File: src/rtl/vna_divider.sv
// Restoring divider, one quotient bit per cycle: q = num / den.
module vna_divider (
    input  logic        clk,
    input  logic        rst_n,
    input  logic        start,
    input  logic [45:0] num,
    input  logic [31:0] den,
    output logic        done,
    output logic [45:0] quo
);
    logic [45:0] q_reg, q_next;
    logic [31:0] rem_reg, rem_next;
    logic [31:0] den_reg;
    logic [5:0]  cnt_reg, cnt_next;
    logic        busy_reg, busy_next;
    logic [32:0] trial;
    logic [33:0] diff;

    always_comb
    begin
        trial     = {rem_reg, q_reg[45]};
        diff      = {1'b0, trial} - {2'b00, den_reg};
        q_next    = q_reg;
        rem_next  = rem_reg;
        cnt_next  = cnt_reg;
        busy_next = busy_reg;
        done      = 1'b0;
        if (start)
        begin
            q_next    = num;
            rem_next  = '0;
            cnt_next  = 6'd46;
            busy_next = 1'b1;
        end
        else if (busy_reg)
        begin
            if (!diff[33])
            begin
                rem_next = diff[31:0];
                q_next   = {q_reg[44:0], 1'b1};
            end
            else
            begin
                rem_next = trial[31:0];
                q_next   = {q_reg[44:0], 1'b0};
            end
            cnt_next = cnt_reg - 6'd1;
            if (cnt_reg == 6'd1)
            begin
                busy_next = 1'b0;
                done      = 1'b1;
            end
        end
    end

    always_ff @(posedge clk or negedge rst_n)
    begin
        if (!rst_n)
        begin
            busy_reg <= 1'b0;
            cnt_reg  <= '0;
        end
        else
        begin
            busy_reg <= busy_next;
            cnt_reg  <= cnt_next;
        end
    end

    always_ff @(posedge clk)
    begin
        q_reg   <= q_next;
        rem_reg <= rem_next;
        if (start)
            den_reg <= den;
    end

    assign quo = q_next;
endmodule

File: config.mk
export PLATFORM = sky130hd
export DESIGN_NAME = vna_divider
export DESIGN_NICKNAME = d
export VERILOG_FILES = /design/src/rtl/vna_divider.sv
export SDC_FILE = /design/constraint.sdc
export NUM_CORES = 1
export LEC_CHECK = 0
export BUFFER_PORTS_ARGS = -buffer_cell sky130_fd_sc_hd__buf_2
export CAP_MARGIN = 10
export CORE_MARGIN = 2
export CORE_UTILIZATION = 40
export CTS_CLUSTER_SIZE = 28
export DETAILED_ROUTE_END_ITERATION = 8
export PLACE_DENSITY = 0.71
export SLEW_MARGIN = 20
export SYNTH_ARGS = -nofsm -noshare
export SYNTH_HDL_FRONTEND = slang
export SYNTH_SLANG_ARGS = --single-unit
File: constraint.sdc
create_clock -name clk -period 5.5 [get_ports clk]
set_input_delay 0.825 -clock clk [delete_from_list [all_inputs] [get_ports clk]]
set_output_delay 0.825 -clock clk [all_outputs]
set_load 0.05 [all_outputs]
==> flow_metrics.tcl <==
set metrics [dict create \
    hold_buffers 0 \
    place_inst 1028 \
    yosysSeqAreaShare_pct 42.1 \
    cap_viol_max_count 0 \
    synth_ff_type "dfxtp_1" \
    hold_path_class "in2async" \
    vias 5466 \
    syn-instance-count 724 \
    drc 0 \
    antenna_found_initial 0 \
    synth_top_area_cell "dfxtp_1" \
    slew_viol_final 0 \
    rr_endpoint "rem_reg[10]" \
    die-area_sq_um 17100 \
    fin_total_pwr_mw 3.51 \
    cp_data_required_time_ps 4680 \
    holdWs_ps 225 \
    min_period_ps 3850 \
    finClkSkew_ps 9.00 \
    routedWlPerCell_um 13.9 \
    instances_no_fill 1060 \
    rrSetupSlack_ps 2190 \
    die_y_um 131 \
    synth_edf_count 32 \
    async_flop_share_pct 5.98 \
    setup.worst_path.end_class "output port" \
    cts_resized 0 \
    peakVddDrop_uv 232 \
    finalCritPeriodShare_pct 70.1 \
    cts_buffer_depth 2 \
    tns_ps 0 \
    worst_ep_arrival_time_ps 3030 \
    numClockSinks 117 \
    path_max_fanout 8 \
    drt_first_pass_iters 4 \
    path_class "reg2out" \
    postSynthNetCount 840 \
    fmax_ghz 0.260 \
    final_nets 947 \
    ys_ff_latch 117 \
    grt_pass1_vias 4962 \
    core_sq_um 15800 \
    cts_tree "yes" \
    ff2ff_path_depth 11 \
    power_density_nw_per_um2 453 \
    port_buffers 127 \
    routed_wl_um 14700 \
    r2r-start "den_reg[19]" \
    hold_viol 0 \
    finalSetupViolations 0 \
    clkLatencyLatePin_ps 420 \
    synth.top_cell.area_share_pct 24.4 \
    grt_max_degree 109 \
    cts_setup_buffers 0 \
    largest_reg_flops 46 \
    ys_types 63 \
    final_core_util_pct 49.1 \
    leakage_nw 3.79 \
    rows 46 \
    die_w_um 131 \
    n_antenna_cell 0 \
    clkTransAtPathRegs_ps 60 \
    drive_gt1_share_pct 21.0 \
    syn_to_final_growth_pct 20.7 \
    status "complete, no violations" \
    critical_path.endpoint "quo[0]" \
    dr.first_iter.drc_count 233 \
    vias_per_cell 5.16 \
    cts_made_buffers 17 \
    h-tree-depth 4 \
    cts-root-buf "clkbuf_16" \
    cp-startpoint "den_reg[19]" \
    ys_warn_count 0 \
    tightest_slew_ps 954 \
    fillers 1544 \
    antenna_left 0 \
    place_hpwl_um 10200 \
    yosys-top-cells-area "dfxtp_1 24%, edfxtp_1 15%, mux2i_1 7.2%, nand2_1 7.1%, ha_1 6.6%" \
    grtUsageTotal_pct 17.4 \
    globalplace.congestion 0.869 \
    rsz0062_at_grt "no" \
    num_io_pins 128 \
    grt_pass1_wl_um 23500 \
    synth.avg_cell_area_sq_um 8.85 \
    slew_headroom_pct 36.4 \
    gr-total-overflow 0 \
    critPathLaunchType "register" \
    initial_core_util_pct 40.6 \
    syn_area_sq_um 6410 \
]
-- worst min path at each step --
stage / from / to / slack (ps) / cells past startpoint
after floorplan: rem_reg[2] / rem_reg[2] / 460 / 2
after global placement: rem_reg[2] / rem_reg[2] / 480 / 2
after detailed placement: rem_reg[2] / rem_reg[2] / 480 / 2
after CTS: rst_n / cnt_reg[3] / 210 / 1
after global routing: rst_n / cnt_reg[3] / 220 / 1
final: rst_n / cnt_reg[3] / 230 / 1
-- kinds of logic after synthesis --
kind of cell             share of synthesized area [%]
buffers and inverters                             5.39
AO/OA/AOI/OAI                                     19.8
AND/OR/NAND/NOR                                   14.9
multiplexers                                      7.18
XOR/XNOR                                          3.69
flip-flops                                        42.1
adder cells (fa/ha/maj)                           6.95
-- placed cells by master (no fill, tap or decap), drive strengths merged, types with 3 or more instances in the layout --
| master | count |
|---|---|
| buf | 131 |
| nand2 | 122 |
| dfxtp | 78 |
| o21ai | 63 |
| inv | 49 |
| mux2i | 46 |
| nor2 | 43 |
| a21oi | 40 |
| ha | 34 |
| edfxtp | 32 |
| a311oi | 19 |
| clkbuf | 18 |
| nor3 | 16 |
| xnor2 | 16 |
| a21o | 11 |
| xor2 | 11 |
| and3 | 8 |
| a31oi | 8 |
| o31ai | 7 |
| dfrtp | 7 |
| nand3 | 6 |
| clkinv | 6 |
| nor2b | 5 |
| o21a | 5 |
| a211o | 5 |
| a211oi | 5 |
| o211ai | 4 |
| nand4 | 4 |
| a221o | 4 |
| or2 | 4 |
| and2 | 3 |
| o22ai | 3 |
-- critical path, cell delays in order (launching register included) --
cell,delay [ps]
edfxtp_1,330
inv_1,40
ha_1,420
and3_1,240
a221o_1,250
o21ai_1,100
and2b_1,180
a211oi_2,310
nor2_2,90
nor2_1,100
a21oi_1,50
o21ai_0,190
buf_2,310
-- synthesized netlist by cell type, types with 19 or more instances --
library cell    n
dfxtp_1        78
nand2_1       122
edfxtp_1       32
ha_1           34
clkbuf_1       30
inv_1          44
mux2i_1        46
a311oi_1       19
nor2_1         43
a21oi_1        38
o21ai_0        60
-- per-layer routing --
| layer | wire, um | GRT usage (%) | share of wire [%] |
|---|---|---|---|
| met1 | 7040 | 22.4 | 48 |
| met2 | 6570 | 28.2 | 45 |
| met3 | 894 | 4.52 | 6.1 |
| met4 | 191 | 6.57 | 1.3 |
| met5 | 0 | 0 | 0 |
-- power breakdown --
part / leakage (nW) / internal [mW] / switching [mW]
sequential: 1.03 / 1.03 / 0.0968
combinational: 2.48 / 0.517 / 0.814
clock: 0.278 / 0.635 / 0.416
-- stage by stage --
stage	area (sq um)	worst slack (ps)
floorplan	6410	1540
global placement	7170	2150
detailed placement	7170	2090
CTS	7740	1630
global route	7740	1390
finish	7740	1650
-- layout make-up --
cell class                 count  area [sq um]  share of cell area, %
clock buffer                  18           439                   5.68
clock inverter                14           125                   1.62
tap                          216           270                   3.49
sequential                   117          2700                   34.9
multi-input combinational    520          3370                   43.5
timing repair buffer         131           668                   8.63
inverter                      44           165                   2.13
No activity file was read; power rests on OpenSTA's default activity.
